[src/rtl/bfbs_pkg.sv]
// shared types and constants for the bloom filter byte sum unit
// no dependencies

package bfbs_pkg;

    localparam int SUM_W      = 24;
    localparam int DIV_CNT_W  = $clog2(SUM_W);
    localparam int FSIZE_W    = 9;
    localparam int NHASH_W    = 4;
    localparam int CFG_IDX_W  = 8;
    localparam int CFG_DATA_W = 16;

    localparam logic [FSIZE_W-1:0] FSIZE_RESET = 9'd100;
    localparam logic [NHASH_W-1:0] NHASH_RESET = 4'd3;

    // configuration register indexes
    localparam logic [CFG_IDX_W-1:0] CFG_FILTER_SIZE = 8'd0;
    localparam logic [CFG_IDX_W-1:0] CFG_NUM_HASHES  = 8'd1;

    // operation codes
    localparam logic OP_ADD   = 1'b0;
    localparam logic OP_QUERY = 1'b1;

    typedef enum logic [2:0] {
        ST_CLEAR,
        ST_IDLE,
        ST_DIVIDE,
        ST_PROBE,
        ST_RESP
    } state_t;

    // controller to datapath
    typedef struct packed {
        logic clr_step;
        logic accept;
        logic div_step;
        logic probe_step;
        logic load_out;
    } ctrl_cmd_t;

    // datapath to controller
    typedef struct packed {
        logic clr_done;
        logic div_last;
        logic probes_done;
    } ctrl_status_t;

endpackage

[src/rtl/bfbs_ram.sv]
// generic single-port ram with registered read
// no dependencies

module bfbs_ram #(
    parameter int WIDTH = 1,
    parameter int DEPTH = 256
) (
    input  logic                     aclk,
    input  logic                     en,
    input  logic                     we,
    input  logic [$clog2(DEPTH)-1:0] addr,
    input  logic [WIDTH-1:0]         wdata,
    output logic [WIDTH-1:0]         rdata
);

    logic [WIDTH-1:0] mem [DEPTH];
    logic [WIDTH-1:0] rdata_reg;

    // write or registered read
    always_ff @(posedge aclk) begin
        if (en) begin
            if (we) begin
                mem[addr] <= wdata;
            end else begin
                rdata_reg <= mem[addr];
            end
        end
    end

    assign rdata = rdata_reg;

endmodule

[src/rtl/bfbs_ctrl.sv]
// controller state machine for the bloom filter byte sum unit
// depends on bfbs_pkg

module bfbs_ctrl (
    input  logic                  aclk,
    input  logic                  aresetn,
    input  logic                  s_valid,
    input  logic                  s_last_byte,
    output logic                  s_ready,
    output logic                  m_valid,
    input  logic                  m_ready,
    output bfbs_pkg::ctrl_cmd_t   cmd,
    input  bfbs_pkg::ctrl_status_t status
);

    import bfbs_pkg::*;

    state_t state_reg, state_next;
    logic   m_valid_reg, m_valid_next;

    // state and output valid registers
    always_ff @(posedge aclk) begin
        if (!aresetn) begin
            state_reg   <= ST_CLEAR;
            m_valid_reg <= 1'b0;
        end else begin
            state_reg   <= state_next;
            m_valid_reg <= m_valid_next;
        end
    end

    // next state and commands
    always_comb begin
        state_next   = state_reg;
        cmd          = '0;
        s_ready      = 1'b0;
        m_valid_next = m_valid_reg && !m_ready;
        unique case (state_reg)
            ST_CLEAR: begin
                cmd.clr_step = 1'b1;
                if (status.clr_done) begin
                    state_next = ST_IDLE;
                end
            end
            ST_IDLE: begin
                s_ready    = 1'b1;
                cmd.accept = s_valid;
                if (s_valid && s_last_byte) begin
                    state_next = ST_DIVIDE;
                end
            end
            ST_DIVIDE: begin
                cmd.div_step = 1'b1;
                if (status.div_last) begin
                    state_next = ST_PROBE;
                end
            end
            ST_PROBE: begin
                if (status.probes_done) begin
                    state_next = ST_RESP;
                end else begin
                    cmd.probe_step = 1'b1;
                end
            end
            ST_RESP: begin
                if (!m_valid_reg || m_ready) begin
                    cmd.load_out = 1'b1;
                    m_valid_next = 1'b1;
                    state_next   = ST_IDLE;
                end
            end
            default: begin
                state_next = ST_CLEAR;
            end
        endcase
    end

    assign m_valid = m_valid_reg;

endmodule

[src/rtl/bfbs_datapath.sv]
// datapath: configuration, byte sum, remainder unit, probe walk, bit store and result registers
// depends on bfbs_pkg and bfbs_ram

module bfbs_datapath #(
    parameter int FILTER_BITS = 256,
    parameter int MAX_HASHES  = 8
) (
    input  logic                              aclk,
    input  logic                              aresetn,
    input  bfbs_pkg::ctrl_cmd_t               cmd,
    output bfbs_pkg::ctrl_status_t            status,
    input  logic                              cfg_valid,
    input  logic [bfbs_pkg::CFG_IDX_W-1:0]    cfg_index,
    input  logic [bfbs_pkg::CFG_DATA_W-1:0]   cfg_data,
    input  logic                              s_operation,
    input  logic [7:0]                        s_key_byte,
    input  logic                              s_last_byte,
    output logic                              m_maybe_present,
    output logic                              m_was_add
);

    import bfbs_pkg::*;

    // only positions below the 9-bit size register can ever be reached
    localparam int MEM_DEPTH = (FILTER_BITS < (1 << FSIZE_W)) ? FILTER_BITS : (1 << FSIZE_W);
    localparam int ADDR_W    = $clog2(MEM_DEPTH);
    localparam int CNT_W     = $clog2(MAX_HASHES + 1);

    logic [FSIZE_W-1:0]   fsize_reg;
    logic [NHASH_W-1:0]   nhash_reg;
    logic [SUM_W-1:0]     sum_reg;
    logic [SUM_W-1:0]     sum_add;
    logic [SUM_W-1:0]     dvd_reg;
    logic [FSIZE_W-1:0]   rem_reg;
    logic [FSIZE_W:0]     rem_shift;
    logic [FSIZE_W-1:0]   rem_new;
    logic [DIV_CNT_W-1:0] div_cnt_reg;
    logic                 op_reg;
    logic [FSIZE_W-1:0]   size_use;
    logic [CNT_W-1:0]     probes_use;
    logic [FSIZE_W-1:0]   pos_reg;
    logic [FSIZE_W:0]     pos_inc;
    logic [FSIZE_W-1:0]   pos_next;
    logic [CNT_W-1:0]     hcnt_reg;
    logic                 rd_valid_reg;
    logic                 all_set_reg;
    logic [ADDR_W-1:0]    clr_cnt_reg;
    logic                 maybe_reg;
    logic                 was_add_reg;
    logic                 ram_en;
    logic                 ram_we;
    logic [ADDR_W-1:0]    ram_addr;
    logic                 ram_wdata;
    logic                 ram_rdata;

    // clamped size and probe count
    always_comb begin
        if (fsize_reg == '0) begin
            size_use = FSIZE_W'(1);
        end else if (int'(fsize_reg) > FILTER_BITS) begin
            size_use = FSIZE_W'(FILTER_BITS);
        end else begin
            size_use = fsize_reg;
        end
        if (int'(nhash_reg) > MAX_HASHES) begin
            probes_use = CNT_W'(MAX_HASHES);
        end else begin
            probes_use = CNT_W'(nhash_reg);
        end
    end

    // configuration registers
    always_ff @(posedge aclk) begin
        if (!aresetn) begin
            fsize_reg <= FSIZE_RESET;
            nhash_reg <= NHASH_RESET;
        end else if (cfg_valid) begin
            case (cfg_index)
                CFG_FILTER_SIZE: fsize_reg <= cfg_data[FSIZE_W-1:0];
                CFG_NUM_HASHES:  nhash_reg <= cfg_data[NHASH_W-1:0];
                default: ;
            endcase
        end
    end

    // remainder step: one dividend bit per cycle
    assign sum_add   = sum_reg + SUM_W'(s_key_byte);
    assign rem_shift = {rem_reg, dvd_reg[SUM_W-1]};
    assign rem_new   = (rem_shift >= {1'b0, size_use})
                     ? FSIZE_W'(rem_shift - {1'b0, size_use})
                     : rem_shift[FSIZE_W-1:0];

    // wrap the probe position at the size in use
    assign pos_inc  = {1'b0, pos_reg} + (FSIZE_W + 1)'(1);
    assign pos_next = (pos_inc == {1'b0, size_use}) ? '0 : pos_inc[FSIZE_W-1:0];

    // control counters and flags
    always_ff @(posedge aclk) begin
        if (!aresetn) begin
            sum_reg      <= '0;
            div_cnt_reg  <= '0;
            hcnt_reg     <= '0;
            rd_valid_reg <= 1'b0;
            clr_cnt_reg  <= '0;
        end else begin
            rd_valid_reg <= cmd.probe_step && (op_reg == OP_QUERY);
            if (cmd.clr_step) begin
                clr_cnt_reg <= clr_cnt_reg + ADDR_W'(1);
            end
            if (cmd.accept) begin
                sum_reg     <= s_last_byte ? '0 : sum_add;
                div_cnt_reg <= '0;
            end
            if (cmd.div_step) begin
                div_cnt_reg <= div_cnt_reg + DIV_CNT_W'(1);
                if (status.div_last) begin
                    hcnt_reg <= '0;
                end
            end
            if (cmd.probe_step) begin
                hcnt_reg <= hcnt_reg + CNT_W'(1);
            end
        end
    end

    // divider, probe walk and result payload
    always_ff @(posedge aclk) begin
        if (cmd.accept && s_last_byte) begin
            dvd_reg <= sum_add;
            rem_reg <= '0;
            op_reg  <= s_operation;
        end
        if (cmd.div_step) begin
            dvd_reg <= {dvd_reg[SUM_W-2:0], 1'b0};
            rem_reg <= rem_new;
            if (status.div_last) begin
                pos_reg     <= rem_new;
                all_set_reg <= 1'b1;
            end
        end
        if (cmd.probe_step) begin
            pos_reg <= pos_next;
        end
        if (rd_valid_reg && !ram_rdata) begin
            all_set_reg <= 1'b0;
        end
        if (cmd.load_out) begin
            maybe_reg   <= (op_reg == OP_QUERY) ? all_set_reg : 1'b0;
            was_add_reg <= (op_reg == OP_ADD);
        end
    end

    // bit store port: clearing pass or probe
    always_comb begin
        ram_en    = cmd.clr_step || cmd.probe_step;
        ram_we    = cmd.clr_step || (op_reg == OP_ADD);
        ram_addr  = cmd.clr_step ? clr_cnt_reg : pos_reg[ADDR_W-1:0];
        ram_wdata = !cmd.clr_step;
    end

    bfbs_ram #(
        .WIDTH (1),
        .DEPTH (MEM_DEPTH)
    ) u_bits (
        .aclk  (aclk),
        .en    (ram_en),
        .we    (ram_we),
        .addr  (ram_addr),
        .wdata (ram_wdata),
        .rdata (ram_rdata)
    );

    // status back to the controller
    assign status.clr_done    = (clr_cnt_reg == ADDR_W'(MEM_DEPTH - 1));
    assign status.div_last    = (div_cnt_reg == DIV_CNT_W'(SUM_W - 1));
    assign status.probes_done = (hcnt_reg == probes_use);

    assign m_maybe_present = maybe_reg;
    assign m_was_add       = was_add_reg;

endmodule

[src/rtl/bloom_filter_byte_sum_unit.sv]
// Bloom filter over byte-string keys with a byte-sum hash.
// Input channel (s_): one key byte per request with an add/query selector and a
// last-byte flag; every byte, the last included, is summed (24-bit, wrapping);
// bytes that are not last are taken one per cycle. Result channel (m_): one
// request per key, maybe_present (query hit) and was_add (acknowledges an add).
// Config channel (cfg_): index 0 filter_size, index 1 num_hashes; cfg_ready is
// always high, other indexes are dropped. Write only while the block is idle.
// Sequence: after the last byte is accepted, the sum is reduced modulo the size
// by a one-bit-per-cycle remainder unit, then the bit store is read or written
// once per probe (clamped num_hashes probes) and the last read is taken in; then
// the result loads into the output register, once it is free, and m_valid rises.
// The input is held off from the last byte until the result is loaded into the
// output register, so a new key is not taken before the last one is through.
// Reset: synchronous, active low. The bit store is then cleared one entry per
// cycle, all min(FILTER_BITS, 512) entries, with s_ready low during that pass.
// Stall: a pending result holds until m_ready; new bytes of the next key are
// still taken, and its result waits in the controller until the register frees.
// depends on bfbs_pkg, bfbs_ctrl, bfbs_datapath

module bloom_filter_byte_sum_unit #(
    parameter int FILTER_BITS = 256,
    parameter int MAX_HASHES  = 8
) (
    input  logic                            aclk,
    input  logic                            aresetn,
    input  logic                            cfg_valid,
    output logic                            cfg_ready,
    input  logic [bfbs_pkg::CFG_IDX_W-1:0]  cfg_index,
    input  logic [bfbs_pkg::CFG_DATA_W-1:0] cfg_data,
    input  logic                            s_valid,
    output logic                            s_ready,
    input  logic                            s_operation,
    input  logic [7:0]                      s_key_byte,
    input  logic                            s_last_byte,
    output logic                            m_valid,
    input  logic                            m_ready,
    output logic                            m_maybe_present,
    output logic                            m_was_add
);

    import bfbs_pkg::*;

    ctrl_cmd_t    cmd;
    ctrl_status_t status;

    // registers take writes every cycle
    assign cfg_ready = 1'b1;

    bfbs_ctrl u_ctrl (
        .aclk        (aclk),
        .aresetn     (aresetn),
        .s_valid     (s_valid),
        .s_last_byte (s_last_byte),
        .s_ready     (s_ready),
        .m_valid     (m_valid),
        .m_ready     (m_ready),
        .cmd         (cmd),
        .status      (status)
    );

    bfbs_datapath #(
        .FILTER_BITS (FILTER_BITS),
        .MAX_HASHES  (MAX_HASHES)
    ) u_datapath (
        .aclk            (aclk),
        .aresetn         (aresetn),
        .cmd             (cmd),
        .status          (status),
        .cfg_valid       (cfg_valid),
        .cfg_index       (cfg_index),
        .cfg_data        (cfg_data),
        .s_operation     (s_operation),
        .s_key_byte      (s_key_byte),
        .s_last_byte     (s_last_byte),
        .m_maybe_present (m_maybe_present),
        .m_was_add       (m_was_add)
    );

endmodule

[config.mk]
export PLATFORM = sky130hd
export DESIGN_NAME = bloom_filter_byte_sum_unit
export DESIGN_NICKNAME = d
export VERILOG_FILES = /design/src/rtl/bfbs_pkg.sv /design/src/rtl/bfbs_ram.sv /design/src/rtl/bfbs_ctrl.sv /design/src/rtl/bfbs_datapath.sv /design/src/rtl/bloom_filter_byte_sum_unit.sv
export SDC_FILE = /design/constraint.sdc
export NUM_CORES = 1
export LEC_CHECK = 0
export BUFFER_PORTS_ARGS = -buffer_cell sky130_fd_sc_hd__buf_2
export CAP_MARGIN = 30
export CORE_ASPECT_RATIO = 1.25
export CORE_MARGIN = 1
export CORE_UTILIZATION = 44
export CTS_CLUSTER_SIZE = 12
export DETAILED_ROUTE_END_ITERATION = 10
export PLACE_DENSITY = 0.7
export SYNTH_ARGS = -nofsm -noshare
export SYNTH_HDL_FRONTEND = slang
export SYNTH_SLANG_ARGS = --single-unit
[constraint.sdc]
create_clock -name aclk -period 8.8 [get_ports aclk]
set_input_delay 0.88 -clock aclk [delete_from_list [all_inputs] [get_ports aclk]]
set_output_delay 0.88 -clock aclk [all_outputs]
set_load 0.02 [all_outputs]
## Word level (Yosys, flattened, before mapping)

Memories as Yosys holds them, arrays and structs flattened. A register that Yosys moved wholly into a read port is not among the register bits.
Index checks and enable logic that the tools add are counted.

- $add $sub $neg: 6
- $lt $le $gt $ge: 3
- Equal/unequal tests: 14
- Mux-type cells: 38
- Bitwise gates (word level): 2
- Reduce and logical (&&, ||, !) cells: 25

Operators with widths:

| kind | number |
|---|---|
| 9-bit 2-to-1 mux | 9 |
| 24-bit 2-to-1 mux | 3 |
| 24-bit by 8-bit adder with 24-bit output | 1 |
| 4-bit 2-to-1 mux | 4 |
| 3-bit 2-to-1 mux | 5 |
| 3-bit one-hot mux with 5 select lines | 1 |
| 1-bit 2-to-1 mux | 13 |
| 9-bit by 1-bit adder with 10-bit output (second input constant) | 1 |
| 10-bit by 9-bit equality test with 1-bit output | 1 |
| 10-bit by 9-bit greater-or-equal comparator with 1-bit output | 1 |
| 5-bit 2-to-1 mux | 2 |
| 2-bit AND reduction | 5 |
| 9-bit > comparator (second input constant) | 1 |
| 9-bit logical NOT | 1 |
| 9-bit subtractor | 1 |
| 8-bit by 1-bit adder with 8-bit output (second input constant) | 1 |
| 8-bit by 1-bit equality test with 1-bit output (second input constant) | 1 |
| 8-bit equality test (second input constant) | 1 |
| 8-bit logical NOT | 1 |
| 8-bit 2-to-1 mux | 1 |
| 2-bit nonzero test | 4 |
| 3-bit by 2-bit equality test with 1-bit output (second input constant) | 2 |
| 2-bit != test (second input constant) | 3 |
| 5-bit by 1-bit adder with 5-bit output (second input constant) | 1 |
| 13 further kinds | 24 |

- Register bits: 105
- Bits in writable memories: 256
- Input bits: 39
- Output and inout port bits: 5
- Word-level logic and storage cells: 106
- Memories kept: 1

Memory list:

| memory | depth | width | read ports | clocked after memory_dff | write ports | line | source |
|---|---|---|---|---|---|---|---|
| u_datapath.u_bits.mem | 256 | 1 | 1 | 1 | 1 | bfbs_ram.sv:16 | `logic [WIDTH-1:0] mem [DEPTH];` |

## Longest topological paths before layout

Gate-level depths: netlist of run 1.

- Depth after elaboration: 8
- Depth in mapped cells: 16
- Mapped depth without buffers: 15

## Hierarchy

A second synthesis of run 1 with hierarchy kept.

- Cell total of the unflattened synthesis: 1426
- Area, all modules: 17372.9 um2

By module, submodules not included:

| module | instances | cells each | area each (um2) | sequential area each (um2) |
|---|---|---|---|---|
| bfbs_ram | 1 | 765 | 11185.7 | 7717.4 |
| bfbs_datapath | 1 | 628 | 5896.9 | 2462.4 |
| bfbs_ctrl | 1 | 31 | 279.0 | 80.1 |
| bloom_filter_byte_sum_unit | 1 | 2 | 11.3 | 0.0 |

## Worst setup path before layout of run 1

OpenSTA, ideal clock, no wires.

- Path type: flip-flop to flip-flop
- Start point: register u_ctrl.state_reg[1]
- End point: memory u_datapath.u_bits.mem[110], enable pin
- Setup time: 0.254 ns
- Arrival: 6.380 ns
- Data required time: 8.546 ns
- Slack: 2.166 ns
- Stages on the path, launching flop included: 10
- Buffers on the path: 2
- Clock period less this slack: 6.634 ns
- Path through: dfxtp_1 nor3_4 inv_2 buf_1 o21ai_0 nand2_1 nor2_1 nand3_1 clkbuf_1 nor2_1

- Word-level cells in the longest chain between the ends: 6
- Elaborated cells on any way between the ends: 10
- Classes of those cells: eq/ne: 1; mux: 6; reduce/logical: 3

RTL lines:

| what | line | source |
|---|---|---|
| start: declaration | bfbs_ctrl.sv:18 | `state_t state_reg, state_next;` |
| start signal: assignment | bfbs_ctrl.sv:27 | `state_reg <= state_next;` |
| 3-bit logical NOT | bfbs_ctrl.sv:38 | `unique case (state_reg)` |
| 1-bit 2-to-1 mux | bfbs_ctrl.sv:38 |  |
| 1-bit logical OR | bfbs_datapath.sv:156 | `ram_we = cmd.clr_step \|\| (op_reg == OP_ADD);` |
| 1-bit 2-to-1 mux | bfbs_ram.sv:22 | `if (we) begin` |
| 1-bit 2-to-1 mux | bfbs_ram.sv:21 | `if (en) begin` |
| 1-bit 2-to-1 mux (not written as such) | bfbs_ram.sv:23 | `mem[addr] <= wdata;` |
| end: declaration | bfbs_ram.sv:16 |  |

Parallel ways exist; a longest one is shown, timed or not.

## Worst setup path after layout of run 1

- Start point: register u_ctrl.state_reg[0]
- End point: register u_datapath.u_bits.rdata_reg, in the netlist u_datapath.u_bits.rdata (read register of u_datapath.u_bits.mem), data pin

- Word-level cells in the longest chain between the ends: 5
- Elaborated cells on any way between the ends: 9
- Classes of those cells: eq/ne: 1; mux: 3; bitwise: 1; reduce/logical: 4

RTL lines:

| what | line | source |
|---|---|---|
| 3-bit logical NOT | bfbs_ctrl.sv:38 |  |
| 1-bit 2-to-1 mux | bfbs_ctrl.sv:38 |  |
| 1-bit logical OR | bfbs_datapath.sv:156 |  |
| 1-bit NOT (no source line) | - |  |
| 2-bit AND reduction (no source line) | - |  |
| end: declaration | bfbs_ram.sv:17 | `logic [WIDTH-1:0] rdata_reg;` |

Parallel ways exist; a longest one is shown, timed or not.
A chain may end at the register's enable or synchronous reset.

==> results.json, run 1 <==
{
  "wire_per_inst_um": 17.74,
  "yosysSeqAreaShare_pct": 59.49,
  "hold_path_startpoint": "u_datapath.all_set_reg",
  "cp_top_family": "buffers and inverters",
  "final_cells": 2191,
  "row_count": 80,
  "cts_tree": "built",
  "pwr_density_cell_mw_per_mm2": 183.8,
  "synth_edf_count": 301,
  "clock.fmax_ghz": 0.1989,
  "drt_pre_antenna_iters": 5,
  "crit_buf_inv": 4,
  "grt_max_degree": 164,
  "yosysTopAreaCellShare_pct": 52.41,
  "r2r-start": "u_ctrl.state_reg[0]",
  "cp_max_fo": 120,
  "switchingPower_mw": 0.7680,
  "initial_core_util_pct": 44.87,
  "startpoint": "u_ctrl.state_reg[0]",
  "largest_reg_flops": 256,
  "placedCellCount": 2124,
  "ant_nets": 0,
  "crit_type": "reg2reg",
  "slew_violations": 0,
  "core_mm2": 0.03844,
  "insertion_delay_ns": 0.54,
  "synth_largest_area_cell": "edfxtp_1",
  "ys_types": 60,
  "switching_share_pct": 21.89,
  "diodes": 0,
  "root_buffer": "clkbuf_16",
  "highest-signal-layer": "met4",
  "cts_sinks": 362,
  "nets": 1735,
  "combPwrFrac_pct": 5.5,
  "async_flop_share_pct": 0,
  "crit_chain": "nor3_4 > inv_6 > buf_16 > mux2i_4 > buf_4 > buf_4 > a31oi_1 > a22oi_1 > o221ai_1 > a221o_1 > a22o_1 > a221o_1",
  "cts.path.max_buffers": 3,
  "intPower_mw": 2.740,
  "synth_area_mm2": 0.01725,
  "cts-hold-fix-buffers": 0,
  "rsz0062_at_grt": "false",
  "dp.final_hpwl_mm": 23.17,
  "seq_power_share_pct": 52.3,
  "ys_ff_latch": 362,
  "worst_ir_drop_vdd_mv": 0.1596,
  "crit_path_end_kind": "flip-flop",
  "yosysWarnings": 0,
  "avgSynthCellArea_um2": 10.24,
  "wl_met2_mm": 19.32,
  "cp-start-kind": "flip-flop",
  "via_per_inst": 5.678,
  "netlist_instances": 1684,
  "relSlewSlack_pct": 27.23,
  "post-route-period-util_pct": 57.13,
  "gp_congestion": 0.8513,
  "grt_pass1_wl_mm": 62.38,
  "cts_buffers": 38,
  "cp_slowest_cell": "buf_4",
  "cts_resized": 0,
  "remaining_drc_errors": 0,
  "fin_crit_ns": 5.028,
  "die_area_mm2": 0.04000,
  "grt_overflow": 0,
  "final_hold_viol_count": 0,
  "grtUsageTotal_pct": 19.77,
  "pwr-share-clk_pct": 42.1,
  "synth_ff_type": "edfxtp_1",
  "dieHeight_um": 223.4,
  "cpPeakStageDelay_ns": 0.75,
  "setup_viol": 0,
  "m1WireLength_mm": 16.34,
  "post-cts-setup-buffer-count": 0,
  "critical_path_arrival_ns": 5.28,
  "die_w_um": 179.1,
  "drt_iter0_markers": 1264,
  "clk_pin_slew_ns": 0.06,
  "syn_nets": 1746,
  "grt_pass1_vias": 12119,
  "cap_violations": 0,
  "required_ns": 9.05,
  "port_buffers": 35,
  "p_leak_nw": 6.253,
  "tightest_slew_ns": 1.088,
  "drive_above_1_share_pct": 6.533,
  "areaGrowthSynthToFinish_pct": 10.69,
  "finalClockSkew_ns": 0.02301,
  "cts_max_level": 2,
  "vias": 12440,
  "pin_count": 44,
  "status": "completed",
  "min-delay-path-class": "reg2reg",
  "yosys-top-cells-area": "edfxtp_1 52%, dfxtp_1 7.1%, nor2_1 6.7%",
  "met3_length_mm": 2.213,
  "wl_mm": 38.88,
  "fillers": 3474,
  "antenna_found_initial": 0,
  "timing.setup.tns_ns": 0
}
power by group through the flow:
stage | clock (mW) | combinational, mW | sequential (mW)
final | 1.48 | 0.195 | 1.84
after CTS | 1.51 | 0.194 | 1.83
after detailed placement | 0 | 0.194 | 1.87
after floorplan | 0 | 0.142 | 1.87
after global routing | 1.57 | 0.214 | 1.83
after global placement | 0 | 0.190 | 1.87
area by class of cell:
class	instances	area, um^2	share of cell area (%)
flip-flops and latches	362	10260	53.75
multi-input cells	1196	6499	34.04
clock buffers	57	1074	5.624
well taps	492	615.6	3.225
repair buffers	56	508.0	2.661
inverters	19	76.32	0.3998
clock inverters	9	57.56	0.3015
cell usage after synthesis (7+ instances only):
cell,n
xor2_1,21
edfxtp_1,301
clkbuf_1,83
xnor2_1,29
and2_0,32
nand3_1,49
mux2i_1,36
a22oi_1,15
a31oi_1,49
buf_1,7
a21boi_0,13
o21ai_0,58
nand2_1,303
or3_1,9
buf_2,15
a221oi_1,8
a22o_1,11
and3_1,9
a211oi_1,42
nor2b_1,34
inv_1,16
o221ai_1,8
a21oi_1,30
and2_1,20
ha_1,21
nor2_1,308
nor3_1,7
dfxtp_1,61
o22ai_1,16
worst reg2reg max path, stage by stage (launching register included):
cell,delay (ns)
dfxtp_1,0.42
nor3_4,0.54
inv_6,0.23
buf_16,0.32
mux2i_4,0.26
buf_4,0.75
buf_4,0.57
a31oi_1,0.21
a22oi_1,0.26
o221ai_1,0.25
a221o_1,0.41
a22o_1,0.23
a221o_1,0.32
cells by family after synthesis:
logic type	count (synthesis)	share of synthesized area (%)
AOI/OAI and AO/OA	283	10.97
xor gates and xnor gates	50	2.539
adders and majority gates	23	1.756
buffers and inverters	126	2.916
DFF	362	59.49
muxes	39	2.372
other	1	0.02174
and+or+nand+nor	800	19.94
metal layers:
metal  track usage (%)  vias up
met5                 0        -
met4             6.862        0
met3             2.607       66
met2             33.13      344
met1             26.09     6091
li1                  -     5939
final timing paths:
kind	to	slack, ns	depth (start not counted)
setup / recovery	u_datapath.u_bits.rdata	3.77	12
hold / removal	u_datapath.all_set_reg	0.47	2
setup reg to reg	u_datapath.u_bits.rdata	3.77	12
hold reg to reg	u_datapath.all_set_reg	0.47	2
placed cells by master (no fill, tap or decap), drive strengths merged, types with 42 or more instances in the layout:
cell and n:
nor2 308, nand2 303, edfxtp 301, dfxtp 61, o21ai 58, clkbuf 57, buf 56, and2 52
nand3 49, a31oi 49, a211oi 42
stage by stage:
stage / power [mW] / utilization [%] / hold WS [ns] / instance area [um^2] / worst slack (ns)
6_report: 3.508 / 49.66 / 0.4670 / 19090 / 3.772
5_1_grt: 3.621 / 49.66 / 0.5080 / 19090 / 3.471
4_1_cts: 3.537 / 49.59 / 0.4632 / 19060 / 3.682
3_5_place_dp: 2.065 / 46.65 / 0.4565 / 17930 / 3.685
3_3_place_gp: 2.061 / 46.07 / 0.4454 / 17710 / 3.750
2_1_floorplan: 2.013 / - / 0.4309 / 17250 / 2.166
Power figures use the tool's default switching activity.
==> inputs of run 2 (changes only) <==
ABC_AREA = 1   (was unset)
PLACE_DENSITY = 0.69   (was 0.7)
clock period = 4.9 ns   (was 8.8 ns; I/O delays follow)
==> run 2 against run 1 <==
First-iteration DRC count up 11%. Routed wire length up 16%. Largest power group is now combinational logic. Highest routed layer unchanged. Via count up 17%.
==> results.json, run 2 <==
{
  "avgSynthCellArea_um2": 8.655,
  "placedCellCount": 2606,
  "met3_length_mm": 2.991,
  "wl_mm": 45.06,
  "drive_above_1_share_pct": 7.979,
  "final_cell_area_mm2": 0.02001,
  "cp_slowest_cell": "nand2_1",
  "grt_overflow": 0,
  "cts_buffers": 38,
  "pin_count": 44,
  "crit_path_end_kind": "flip-flop",
  "cpPeakStageDelay_ns": 0.72,
  "ys_types": 51,
  "clock.fmax_ghz": 0.2704,
  "clk_pin_slew_ns": 0.06,
  "yosysWarnings": 0,
  "gp_congestion": 0.8562,
  "tightest_slew_ns": 1.080,
  "status": "completed",
  "netlist_instances": 2110,
  "synth_area_mm2": 0.01826,
  "syn_nets": 2172,
  "crit_top_cell": "nand2_1",
  "cts-hold-fix-buffers": 0,
  "multi_input_area_mm2": 0.007163,
  "synth_edf_count": 301,
  "yosys-top-cells-area": "edfxtp_1 49%, nand2_1 15%, nor2_1 6.8%",
  "final_common_cell": "nand2_1",
  "required_ns": 5.12,
  "final-seq-area_mm2": 0.01026,
  "place_area_mm2": 0.01887,
  "drt_iter0_markers": 1407,
  "final_cells": 2670,
  "highest-signal-layer": "met4",
  "grt_pass1_vias": 13947,
  "synth_commonest_cells": "718 x nand2_1, 333 x nor2_1, 301 x edfxtp_1",
  "dp.final_hpwl_mm": 26.12,
  "yosysTopAreaCellShare_pct": 49.49,
  "cp_top_family": "simple AND/OR/NAND/NOR gates",
  "cap_violations": 0,
  "fillers": 3819,
  "root_buffer": "clkbuf_16",
  "async_flop_share_pct": 0,
  "cts_resized": 0,
  "final_cell_mix": "717 x nand2_1, 330 x nor2_1, 301 x edfxtp_1",
  "yosysSeqAreaShare_pct": 56.18,
  "antenna_found_initial": 0,
  "grt_max_degree": 113,
  "grtUsageTotal_pct": 21.60,
  "finalClockSkew_ns": 0.02509,
  "worst_ir_drop_vdd_mv": 0.6087,
  "synth_largest_area_cell": "edfxtp_1",
  "grt_pass1_wl_mm": 72.08,
  "post-route-util_pct": 48.79,
  "timing.final.ws_setup_ns": 1.202,
  "m1WireLength_mm": 18.34,
  "wire_per_inst_um": 16.88,
  "wl_met2_mm": 22.07,
  "remaining_drc_errors": 0,
  "largest_reg_flops": 256,
  "critical_path_arrival_ns": 3.92,
  "drt_pre_antenna_iters": 6,
  "relSlewSlack_pct": 27.82,
  "nets": 2156,
  "cp-start-kind": "flip-flop",
  "cp_max_fo": 65,
  "areaGrowthSynthToFinish_pct": 9.585,
  "p_leak_nw": 7.645,
  "pre_cts_ws_ns": 1.260,
  "cts_tree": "built",
  "rsz0062_at_grt": "false",
  "cts_sinks": 362,
  "fin_crit_ns": 3.698,
  "cts.path.max_buffers": 3,
  "dieHeight_um": 229.8,
  "ys_ff_latch": 362,
  "row_count": 83,
  "pwr_density_cell_mw_per_mm2": 578.4,
  "core_mm2": 0.04102,
  "vias": 14506,
  "setup_viol": 0,
  "synth_ff_type": "edfxtp_1",
  "timing.setup.tns_ns": 0,
  "insertion_delay_ns": 0.53,
  "crit_chain": "inv_2 > nand2_8 > nand2_1 > o21ai_4 > clkinv_2 > nor2_4 > nand2_1 > nor2_1",
  "min-delay-path-class": "in2reg",
  "power_mw": 11.57,
  "diodes": 0,
  "fin_hold_ws_ns": 0.1401,
  "final_hold_viol_count": 0,
  "crit_type": "reg2reg",
  "die_w_um": 184.2,
  "ant_nets": 0,
  "initial_core_util_pct": 44.52,
  "synth.most_common_cell": "nand2_1",
  "via_per_inst": 5.433,
  "crit_buf_inv": 2,
  "post-route-period-util_pct": 75.47,
  "port_buffers": 35,
  "die_area_mm2": 0.04233,
  "post-cts-setup-buffer-count": 0,
  "slew_violations": 0,
  "cts_max_level": 2
}
run 2: cell types whose count changed after synthesis, sizes merged, moves of 44 or more:
cell and delta:
nand2 +424, nand3 +139, inv +70, buf +56, and2 -51, a31oi -46
clkbuf -44
run 2: where the power goes:
part	total [mW]	leakage (nW)	switching [mW]	internal (mW)
registers	4.08	3.22	0.0891	3.99
logic	4.76	3.87	3.56	1.20
clock network	2.74	0.549	1.15	1.59
total	11.6	7.65	4.80	6.78
run 2: final cells by class:
type / count / share of cell area (%)
Inverter: 88 / 1.657
Timing Repair Buffer: 63 / 2.126
Clock buffer: 58 / 5.283
Sequential cell: 362 / 51.27
Multi-Input combinational cell: 1541 / 35.79
Clock inverter: 6 / 0.4251
Tap cell: 552 / 3.451
run 2: logic make-up after synthesis:
kind of cell               count (synthesis)  share of synthesized area (%)
AOI/OAI and AO/OA                        152                          4.864
xor gates and xnor gates                  31                          1.487
adders and majority gates                 23                          1.658
buffers and inverters                    207                          4.947
DFF                                      362                          56.18
muxes                                      1                        0.05481
other                                      1                        0.02053
and+or+nand+nor                         1333                          30.79
run 2: per-layer routing:
metal | global-route usage [%] | vias up
li1 | - | 6941
met1 | 27.71 | 6922
met2 | 36.88 | 523
met3 | 2.487 | 120
met4 | 8.880 | 0
met5 | 0 | -
run 2: final timing paths:
| kind | cells past startpoint | to | slack (ns) | startpoint |
|---|---|---|---|---|
| setup / recovery | 8 | u_datapath.u_bits.mem[83] | 1.20 | u_ctrl.state_reg[2] |
| hold / removal | 1 | u_datapath.op_reg | 0.14 | s_operation |
| setup reg to reg | 8 | u_datapath.u_bits.mem[83] | 1.20 | u_ctrl.state_reg[2] |
| hold reg to reg | 1 | u_datapath.all_set_reg | 0.42 | u_datapath.rd_valid_reg |
